File: config.mk
export PLATFORM = sky130hd
export DESIGN_NAME = binary_max_heap_priority_queue_unit
export DESIGN_NICKNAME = d
export VERILOG_FILES = /design/src/rtl/bmhpq_pkg.sv /design/src/rtl/binary_max_heap_priority_queue_unit.sv
export SDC_FILE = /design/constraint.sdc
export NUM_CORES = 2
export LEC_CHECK = 0
export ABC_AREA = 1
export BUFFER_PORTS_ARGS = -buffer_cell sky130_fd_sc_hd__buf_2
export CAP_MARGIN = 20
export CORE_UTILIZATION = 45
export DETAILED_ROUTE_END_ITERATION = 10
export SYNTH_ARGS = -nofsm -noshare
export SYNTH_HDL_FRONTEND = slang
export SYNTH_SLANG_ARGS = --single-unit
export TNS_END_PERCENT = 5
File: constraint.sdc
create_clock -name clk -period 4.7 [get_ports clk]
set_input_delay 0.94 -clock clk [delete_from_list [all_inputs] [get_ports clk]]
set_output_delay 0.94 -clock clk [all_outputs]
set_load 0.005 [all_outputs]
File: src/rtl/bmhpq_pkg.sv
`timescale 1ns / 1ps
`default_nettype none

package bmhpq_pkg;

  localparam int CAPACITY_DEF = 32;
  localparam int DATA_W       = 32;
  localparam int FILL_W       = 6;
  localparam int STATUS_W     = 2;
  localparam int OUT_TDATA_W  = 40;

  typedef enum logic [0:0] {
    REQ_PUSH = 1'b0,
    REQ_POP  = 1'b1
  } req_t;

  typedef enum logic [STATUS_W-1:0] {
    ST_OK    = 2'd0,
    ST_FULL  = 2'd1,
    ST_EMPTY = 2'd2
  } status_t;

  typedef enum logic [2:0] {
    S_IDLE,
    S_UP_RD,
    S_UP_CMP,
    S_POP_RD,
    S_POP_LD,
    S_DN_RD,
    S_DN_CMP,
    S_RESP
  } state_t;

endpackage

`default_nettype wire

File: src/rtl/binary_max_heap_priority_queue_unit.sv
// Max-priority queue of signed 32-bit values, held as a 1-based binary heap
// in a synchronous memory with two read ports and one write port.
//
// Slave side (s_*): one request per beat. s_tuser[0] is req_type (0 push,
// 1 pop), s_tdata carries the value to push. A new request is taken only
// when the engine has finished the previous one.
// Master side (m_*): one response per request. m_tuser holds status
// (0 ok, 1 push dropped because full, 2 pop on empty heap), m_tdata holds
// removed_value and fill_count (entries held after the request, mod 64).
//
// Each heap level is handled by a memory read state followed by a
// compare/write-back state. A pop first reads the root and the last entry
// (S_POP_RD, S_POP_LD); a full push or an empty pop goes straight to S_RESP.
// The next request is taken once S_RESP has returned to S_IDLE.
// The response waits in an output register, so a stalled receiver holds
// the engine in its final state only until the register frees.
// Reset clears the entry count, the engine state and the output valid;
// the heap memory itself is not cleared since only live slots are read.
`timescale 1ns / 1ps
`default_nettype none

module binary_max_heap_priority_queue_unit
  import bmhpq_pkg::*;
#(
  parameter int CAPACITY = CAPACITY_DEF
) (
  input  wire logic                   clk,
  input  wire logic                   rst,
  input  wire logic                   s_tvalid,
  output logic                        s_tready,
  input  wire logic [DATA_W-1:0]      s_tdata,   // [31:0] value
  input  wire logic [0:0]             s_tuser,   // [0] req_type
  output logic                        m_tvalid,
  input  wire logic                   m_tready,
  output logic [OUT_TDATA_W-1:0]      m_tdata,   // [31:0] removed_value, [37:32] fill_count
  output logic [STATUS_W-1:0]         m_tuser    // [1:0] status
);

  localparam int AW = $clog2(CAPACITY + 1);

  logic [DATA_W-1:0] heap_mem [1:CAPACITY];

  state_t state, state_next;

  logic [AW-1:0]            count;
  logic [AW-1:0]            pos;
  logic signed [DATA_W-1:0] cur_val;
  logic [DATA_W-1:0]        removed;
  status_t                  status;
  logic                     right_ok;

  logic [DATA_W-1:0] rd_a, rd_b;
  logic              rd_en;
  logic [AW-1:0]     rd_addr_a, rd_addr_b;
  logic              mem_we;
  logic [AW-1:0]     mem_waddr;
  logic [DATA_W-1:0] mem_wdata;

  logic              in_beat;
  logic              out_free;
  logic [AW:0]       left_w, right_w;
  logic              at_leaf;
  logic              up_move;
  logic              pick_left, pick_right;
  logic [DATA_W-1:0] pick_val;
  logic [AW-1:0]     pick_addr;
  logic [AW+FILL_W-1:0] count_ext;

  assign s_tready = (state == S_IDLE);
  assign in_beat  = s_tvalid && s_tready;
  assign out_free = !m_tvalid || m_tready;

  assign left_w   = {pos, 1'b0};
  assign right_w  = left_w + 1'b1;
  assign at_leaf  = left_w > {1'b0, count};

  assign up_move  = cur_val > $signed(rd_a);

  // candidate starts at the parent; the right child must beat the winner so far
  always_comb begin
    pick_left  = $signed(rd_a) > cur_val;
    pick_val   = pick_left ? rd_a : cur_val;
    pick_right = right_ok && ($signed(rd_b) > $signed(pick_val));
    if (pick_right) begin
      pick_val = rd_b;
    end
    pick_addr = pick_right ? right_w[AW-1:0] : left_w[AW-1:0];
  end

  assign count_ext = {{FILL_W{1'b0}}, count};

  // next state
  always_comb begin
    state_next = state;
    case (state)
      S_IDLE: begin
        if (in_beat) begin
          if (req_t'(s_tuser[0]) == REQ_PUSH) begin
            state_next = (count >= AW'(CAPACITY)) ? S_RESP : S_UP_RD;
          end else begin
            state_next = (count == '0) ? S_RESP : S_POP_RD;
          end
        end
      end
      S_UP_RD:  state_next = (pos == AW'(1)) ? S_RESP : S_UP_CMP;
      S_UP_CMP: state_next = up_move ? S_UP_RD : S_RESP;
      S_POP_RD: state_next = S_POP_LD;
      S_POP_LD: state_next = S_DN_RD;
      S_DN_RD:  state_next = at_leaf ? S_RESP : S_DN_CMP;
      S_DN_CMP: state_next = (pick_left || pick_right) ? S_DN_RD : S_RESP;
      S_RESP:   state_next = out_free ? S_IDLE : S_RESP;
      default:  state_next = S_IDLE;
    endcase
  end

  // memory control
  always_comb begin
    rd_en     = 1'b0;
    rd_addr_a = AW'(1);
    rd_addr_b = AW'(1);
    mem_we    = 1'b0;
    mem_waddr = pos;
    mem_wdata = cur_val;
    case (state)
      S_UP_RD: begin
        if (pos == AW'(1)) begin
          mem_we = 1'b1;
        end else begin
          rd_en     = 1'b1;
          rd_addr_a = pos >> 1;
        end
      end
      S_UP_CMP: begin
        mem_we    = 1'b1;
        mem_wdata = up_move ? rd_a : cur_val;
      end
      S_POP_RD: begin
        rd_en     = 1'b1;
        rd_addr_a = AW'(1);
        rd_addr_b = count;
      end
      S_DN_RD: begin
        if (at_leaf) begin
          // skip the write-back once the last entry has left
          mem_we = (count != '0);
        end else begin
          rd_en     = 1'b1;
          rd_addr_a = left_w[AW-1:0];
          rd_addr_b = (right_w <= {1'b0, count}) ? right_w[AW-1:0] : left_w[AW-1:0];
        end
      end
      S_DN_CMP: begin
        mem_we    = 1'b1;
        mem_wdata = pick_val;
      end
      default: begin
        mem_we = 1'b0;
      end
    endcase
  end

  always_ff @(posedge clk) begin
    if (mem_we) begin
      heap_mem[mem_waddr] <= mem_wdata;
    end
    if (rd_en) begin
      rd_a <= heap_mem[rd_addr_a];
      rd_b <= heap_mem[rd_addr_b];
    end
  end

  // datapath
  always_ff @(posedge clk) begin
    if (rst) begin
      state    <= S_IDLE;
      count    <= '0;
      m_tvalid <= 1'b0;
    end else begin
      state <= state_next;
      if (state == S_RESP && out_free) begin
        m_tvalid <= 1'b1;
      end else if (m_tready) begin
        m_tvalid <= 1'b0;
      end
      case (state)
        S_IDLE: begin
          if (in_beat) begin
            removed <= '0;
            cur_val <= $signed(s_tdata);
            if (req_t'(s_tuser[0]) == REQ_PUSH) begin
              if (count >= AW'(CAPACITY)) begin
                status <= ST_FULL;
              end else begin
                status <= ST_OK;
                count  <= count + 1'b1;
                pos    <= count + 1'b1;
              end
            end else if (count == '0) begin
              status <= ST_EMPTY;
            end else begin
              status <= ST_OK;
            end
          end
        end
        S_UP_CMP: begin
          if (up_move) begin
            pos <= pos >> 1;
          end
        end
        S_DN_RD: begin
          right_ok <= right_w <= {1'b0, count};
        end
        S_POP_LD: begin
          // root leaves, last entry becomes the hole's value
          removed <= rd_a;
          cur_val <= $signed(rd_b);
          count   <= count - 1'b1;
          pos     <= AW'(1);
        end
        S_DN_CMP: begin
          if (pick_left || pick_right) begin
            pos <= pick_addr;
          end
        end
        S_RESP: begin
          if (out_free) begin
            m_tuser  <= status;
            m_tdata  <= {2'b00, count_ext[FILL_W-1:0], removed};
          end
        end
        default: begin
          pos <= pos;
        end
      endcase
    end
  end

  a_count_bound: assert property (@(posedge clk) disable iff (rst)
    count <= AW'(CAPACITY))
    else $error("entry count above capacity");

  a_waddr_range: assert property (@(posedge clk) disable iff (rst)
    mem_we |-> (mem_waddr != '0 && mem_waddr <= count))
    else $error("heap write outside live slots");

  a_full_drop: assert property (@(posedge clk) disable iff (rst)
    (in_beat && s_tuser[0] == REQ_PUSH && count == AW'(CAPACITY)) |=> $stable(count))
    else $error("dropped push changed count");

  a_empty_zero: assert property (@(posedge clk) disable iff (rst)
    (m_tvalid && m_tuser == ST_EMPTY) |-> (m_tdata[DATA_W-1:0] == '0))
    else $error("empty pop returned nonzero value");

endmodule

`default_nettype wire
Word level (Yosys, flattened, before mapping)
Memories as Yosys holds them, arrays and structs flattened. A register that Yosys moved wholly into a read port is not among the register bits.
Cells that the tools add are included.
{"block": "op_classes", "n_eq_ne": 13, "n_lt_le_gt_ge": 6, "n_bitwise": 1, "n_reduce_logical": 19, "muxes": 45, "add_sub_neg": 3}
{"operator": "32-bit one-hot mux with 2 select lines", "n": 3}
{"operator": "32-bit 2-to-1 mux", "n": 5}
{"operator": "32-bit greater-than comparator", "n": 3}
{"operator": "6-bit 2-to-1 mux", "n": 9}
{"operator": "6-bit one-hot mux with 2 select lines", "n": 3}
{"operator": "3-bit one-hot mux with 8 select lines", "n": 1}
{"operator": "6-bit one-hot mux with 4 select lines", "n": 1}
{"operator": "3-bit 2-to-1 mux", "n": 7}
{"operator": "3-bit == test (second input constant)", "n": 4}
{"operator": "1-bit 2-to-1 mux", "n": 10}
{"operator": "3-bit AND reduction", "n": 3}
{"operator": "2-bit != test (second input constant)", "n": 4}
{"operator": "7-bit by 1-bit adder with 7-bit output (second input constant)", "n": 1}
{"operator": "7-bit by 6-bit greater-than comparator with 1-bit output", "n": 1}
{"operator": "7-bit by 6-bit <= comparator with 1-bit output", "n": 1}
{"operator": "7-bit AND reduction", "n": 1}
{"operator": "6-bit by 1-bit adder with 6-bit output (second input constant)", "n": 1}
{"operator": "3-bit by 2-bit == test with 1-bit output (second input constant)", "n": 2}
{"operator": "6-bit by 1-bit == test with 1-bit output (second input constant)", "n": 1}
{"operator": "6-bit greater-or-equal comparator (second input constant)", "n": 1}
{"operator": "6-bit logical NOT", "n": 1}
{"operator": "2-bit 2-to-1 mux", "n": 3}
{"operator": "1-bit one-hot mux with 3 select lines", "n": 2}
{"operator": "6-bit nonzero test", "n": 1}
{"operator": "other kinds (14)", "n": 18}
{"block": "totals", "mem_count": 1, "ff_bits": 123, "mem_bits_rw": 1024, "out_inout_bits": 44, "word_cells": 98, "in_bits": 37}
{"name": "heap_mem", "words": 32, "width": 32, "read_ports": 2, "rd_clocked_by_memory_dff": 2, "write_ports": 1, "line": "binary_max_heap_priority_queue_unit.sv:41", "source": "logic [DATA_W-1:0] heap_mem [1:CAPACITY];"}

Longest topological paths before layout
{"block": "logic_depth", "depth_word": 7, "depth_mapped": 35, "depth_no_buf": 33}

Least setup slack after synthesis
No wires, ideal clock.
{"block": "synth_path", "path_type": "flip-flop to flip-flop", "start": "register count[3]", "end": "memory heap_mem[32][0], enable pin", "stages_incl_launch_ff": 12, "path_buffers": 1, "setup_slack_ns": -0.384, "t_required_ns": 4.198, "arrival_time_ns": 4.582, "synth_period_minus_slack_ns": 5.084, "setup_ns": 0.502, "cell_sequence": "dfxtp_1 -> clkbuf_1 -> inv_1 -> ha_1 -> nand2_1 -> nor2_1 -> nand2_1 -> nand2_2 -> nand4_1 -> nand2_1 -> inv_1 -> nor4_1"}
{"block": "synth_between", "elab_chain_len": 5, "elab_cells_between_ends": 6, "cone_classes": "order compare (1); mux (4); reduce/logical (1)"}
{"item": "start, declared", "line": "binary_max_heap_priority_queue_unit.sv:45", "source": "logic [AW-1:0] count;"}
{"item": "start signal, assigned", "line": "binary_max_heap_priority_queue_unit.sv:195", "source": "count <= count + 1'b1;"}
{"item": "start signal, assigned", "line": "binary_max_heap_priority_queue_unit.sv:217", "source": "count <= count - 1'b1;"}
{"item": "7-bit by 6-bit greater-than comparator with 1-bit output or 6-bit nonzero test (tied branches)", "line": "binary_max_heap_priority_queue_unit.sv:75, binary_max_heap_priority_queue_unit.sv:145"}
{"item": "1-bit 2-to-1 mux *", "line": "binary_max_heap_priority_queue_unit.sv:143", "source": "if (at_leaf) begin"}
{"item": "1-bit one-hot mux with 3 select lines *", "line": "binary_max_heap_priority_queue_unit.sv:124", "source": "case (state)"}
{"item": "1-bit 2-to-1 mux *", "line": "binary_max_heap_priority_queue_unit.sv:163", "source": "if (mem_we) begin"}
{"item": "1-bit 2-to-1 mux (implied by the code) *", "line": "binary_max_heap_priority_queue_unit.sv:164", "source": "heap_mem[mem_waddr] <= mem_wdata;"}
{"item": "end, declared", "line": "binary_max_heap_priority_queue_unit.sv:41"}
Mark *: on every way between the ends. The rest lies on a longest branch, timed or not.

Final worst setup path
{"block": "layout_path", "start": "register rd_a[22] (read register of heap_mem)", "end": "memory heap_mem[16][29], data pin"}
{"block": "layout_between", "elab_chain_len": 6, "elab_cells_between_ends": 8, "cone_classes": "order compare (3); mux (4); reduce/logical (1)"}
{"item": "start, declared", "line": "binary_max_heap_priority_queue_unit.sv:52", "source": "logic [DATA_W-1:0] rd_a, rd_b;"}
{"item": "32-bit greater-than comparator", "line": "binary_max_heap_priority_queue_unit.sv:81", "source": "pick_left = $signed(rd_a) > cur_val;"}
{"item": "32-bit 2-to-1 mux", "line": "binary_max_heap_priority_queue_unit.sv:82", "source": "pick_val = pick_left ? rd_a : cur_val;"}
{"item": "32-bit greater-than comparator", "line": "binary_max_heap_priority_queue_unit.sv:83", "source": "pick_right = right_ok && ($signed(rd_b) > $signed(pick_val));"}
{"item": "1-bit logical AND", "line": "binary_max_heap_priority_queue_unit.sv:83"}
{"item": "32-bit 2-to-1 mux", "line": "binary_max_heap_priority_queue_unit.sv:84", "source": "if (pick_right) begin"}
{"item": "32-bit one-hot mux with 2 select lines *", "line": "binary_max_heap_priority_queue_unit.sv:124"}
{"item": "via mem_wdata[29]", "line": "binary_max_heap_priority_queue_unit.sv:57", "source": "logic [DATA_W-1:0] mem_wdata;"}
The timed path passes the listed nets; every way through them passes the cells marked *.

==> impl_metrics.tcl <==
set metrics [dict create \
    final_hold_viol_count 0 \
    gp_congestion 0.961 \
    core_area_um2 143000 \
    layout_commonest_cell "nand2_1" \
    seq_area_um2 36300 \
    die-width_um 382 \
    clockBufferDepth 3 \
    track_usage 0.341 \
    synth_largest_area_cell "edfxtp_1" \
    synth_top_area_frac 0.555 \
    grt_pass1_wl_um 363000 \
    die_h_um 382 \
    vias 57500 \
    powerDensity_nw_per_um2 663 \
    grt_max_degree 182 \
    cp_slowest_cell "edfxtp_1" \
    grtUsageMet3 0.0731 \
    finalCritPeriodShare 0.979 \
    clkTransAtPathRegs_ns 0.06 \
    antenna_found_initial 9 \
    numPortBuffers 78 \
    ir_drop_uv 632 \
    fmax_ghz 0.217 \
    power.total_w 0.0491 \
    area_growth_pct 13.9 \
    worstPathArrival_ns 5.13 \
    vias_per_cell 6.18 \
    cpMostUsedCell "nand2_1" \
    crit_type "reg2reg" \
    synth_cell_types 44 \
    clock_latency_ns 0.80 \
    seq_area_frac_synth 0.558 \
    reg2reg_setup_slack_ns 0.1 \
    netlist_area_um2 65000 \
    wl_per_cell_um 27.4 \
    slew_violations 0 \
    tightest_slew_ns 1.16 \
    syn_area_per_cell_um2 8.85 \
    ant_nets 0 \
    floorplan.rows 139 \
    htreeDepth 4 \
    hp-start "removed[30]" \
    max_cap_violations 0 \
    ys_warn_count 0 \
    period_needed_ns 4.60 \
    grt_setup_unrepaired "true" \
    initial_core_util 0.453 \
    grt_pass1_vias 52600 \
    most-common-layout-cells "1976 x nand2_1, 1292 x nand3_1, 1201 x edfxtp_1, 999 x inv_1, 345 x o211ai_1" \
    crit_start "rd_a[22]" \
    p_leak_nw 30.4 \
    critPathMaxStageDelay_ns 0.44 \
    multi_input_area_um2 23200 \
    routed_wl_um 256000 \
    drive_gt1_frac 0.0963 \
    hold_depth 0 \
    gr-total-overflow 0 \
    startpoint_type "flip-flop" \
    clock-sinks 1211 \
    crit_required_ns 5.23 \
    reg2reg_depth 29 \
    die_area_um2 146000 \
    cts_tree "built" \
    relSlewSlack 0.230 \
    endpoint_kind "flip-flop" \
    pin_count 81 \
    setup_viol 0 \
    fin_nets 7420 \
    place_area_um2 68900 \
    cts_hold_buffers 0 \
    worstReg2RegStart "rd_a[22]" \
    reg2reg_to "heap_mem[16][29]" \
    grt_use_met1 0.461 \
    crit_end "heap_mem[16][29]" \
    hold_path_class "reg2reg" \
    final_util 0.516 \
    remaining_drc_errors 0 \
    nFillCells 12900 \
    hpwl_um 140000 \
    outcome "finished clean" \
    netlist_instances 7344 \
    final.setup_skew_ns 0.0315 \
    synth_area_leaders "edfxtp_1 56%, nand2_1 12%, nand3_1 10%" \
    final_area_um2 74000 \
    cp_max_fo 8 \
    synth-seq-cells 1211 \
    cts_inserted_buffers 134 \
    use_met2 0.515 \
    drt_iter0_drc 8463 \
    grt.busiest_layer "met2" \
    cts_root_buffer "clkbuf_16" \
    drtPass1Iterations 7 \
]
==> state kept, by name (all words and copies together) (netlist names) <==
| register | count |
|---|---|
| count | 6 |
| cur_val | 32 |
| state | 3 |
| status | 2 |
| right_ok | 1 |
| rd_b | 32 |
| heap_mem | 1024 |
| rd_a | 32 |
| removed | 32 |
| m_tvalid | 1 |
| mem_waddr | 6 |
| m_tdata | 38 |
| m_tuser | 2 |
==> timing repair <==
item                       in CTS  in global routing
gates resized for setup         6                140
setup endpoints to repair     735               1031
buffers inserted                0                 15
pin swaps                       1                  9
gates cloned                    0                 15
==> per-layer routing <==
| metal | wire length (um) | part of all wire |
|---|---|---|
| met5 | 41 | 0.00016 |
| met1 | 96900 | 0.38 |
| met4 | 14600 | 0.057 |
| met2 | 111000 | 0.44 |
| met3 | 32800 | 0.13 |
==> where the power goes <==
part	internal, W	leakage, nW	switching [W]	total [W]
combinational	0.00717	17.3	0.0157	0.0229
clock	0.00570	2.00	0.00443	0.0101
sequential	0.0155	11.0	0.000615	0.0161
==> final cells by class <==
type / count / share of cell area
inverter: 1026 / 0.0527
antenna: 5 / 0.000169
clock inverter: 69 / 0.00773
tap: 1903 / 0.0322
sequential: 1211 / 0.490
clock buffer: 159 / 0.0474
multi-input combinational: 4569 / 0.314
timing repair buffer: 368 / 0.0559
==> logic make-up (layout without fill, tap and decap cells) <==
kind of cell | count (synthesis) | count (layout) | share of synthesized area
and+or+nand+nor | 3765 | 3766 | 0.257
buffers and inverters | 1566 | 1622 | 0.0990
DFF | 1211 | 1211 | 0.558
AOI/OAI and AO/OA | 723 | 723 | 0.0710
adders and majority gates | 73 | 73 | 0.0141
xor gates and xnor gates | 5 | 5 | 0.000674
other | 1 | 7 | 0.0000577
==> stage by stage <==
step / hold slack (ns) / TNS [ns] / std cells / setup WS [ns]
3_3_place_gp: 0.403 / 0 / 9047 / 0.0155
5_1_grt: 0.425 / -18.16 / 9307 / -0.0900
3_5_place_dp: 0.405 / -5.10 / 9047 / -0.0787
6_report: 0.419 / 0 / 9310 / 0.0967
2_1_floorplan: 0.400 / 0 / 7345 / 0.244
4_1_cts: 0.392 / 0 / 9275 / 0.0306
==> critical path: cells and delay by family (launching register included) <==
kind | cells | cell delay, ns
compound gates | 1 | 0.21
fa+ha+maj | 2 | 0.57
buf+inv | 6 | 1.00
flops | 1 | 0.44
simple gates | 20 | 2.08
==> how the worst min path moves through the flow <==
stage,to,slack [ns]
2_1_floorplan,m_tdata[0],0.40
3_3_place_gp,m_tdata[20],0.40
3_5_place_dp,m_tdata[30],0.40
4_1_cts,count[3],0.39
5_1_grt,m_tdata[5],0.43
6_report,m_tdata[30],0.42
==> cell usage after synthesis, drive strengths merged <==
| master | n |
|---|---|
| nand3 | 1312 |
| clkinv | 2 |
| o22ai | 66 |
| o31ai | 1 |
| and2 | 1 |
| a41oi | 1 |
| clkbuf | 217 |
| nand3b | 1 |
| a21oi | 41 |
| edfxtp | 1201 |
| o21a | 3 |
| xor2 | 5 |
| a31oi | 2 |
| inv | 1024 |
| or2 | 1 |
| o21bai | 1 |
| a211oi | 1 |
| nand2 | 2002 |
| nor3 | 10 |
| buf | 323 |
| conb | 1 |
| nor4 | 4 |
| o21ai | 256 |
| ha | 73 |
| a21o | 2 |
| dfxtp | 10 |
| o211ai | 345 |
| nor2 | 104 |
| o221ai | 4 |
| nand4 | 330 |
No activity file was read; power rests on OpenSTA's default activity.
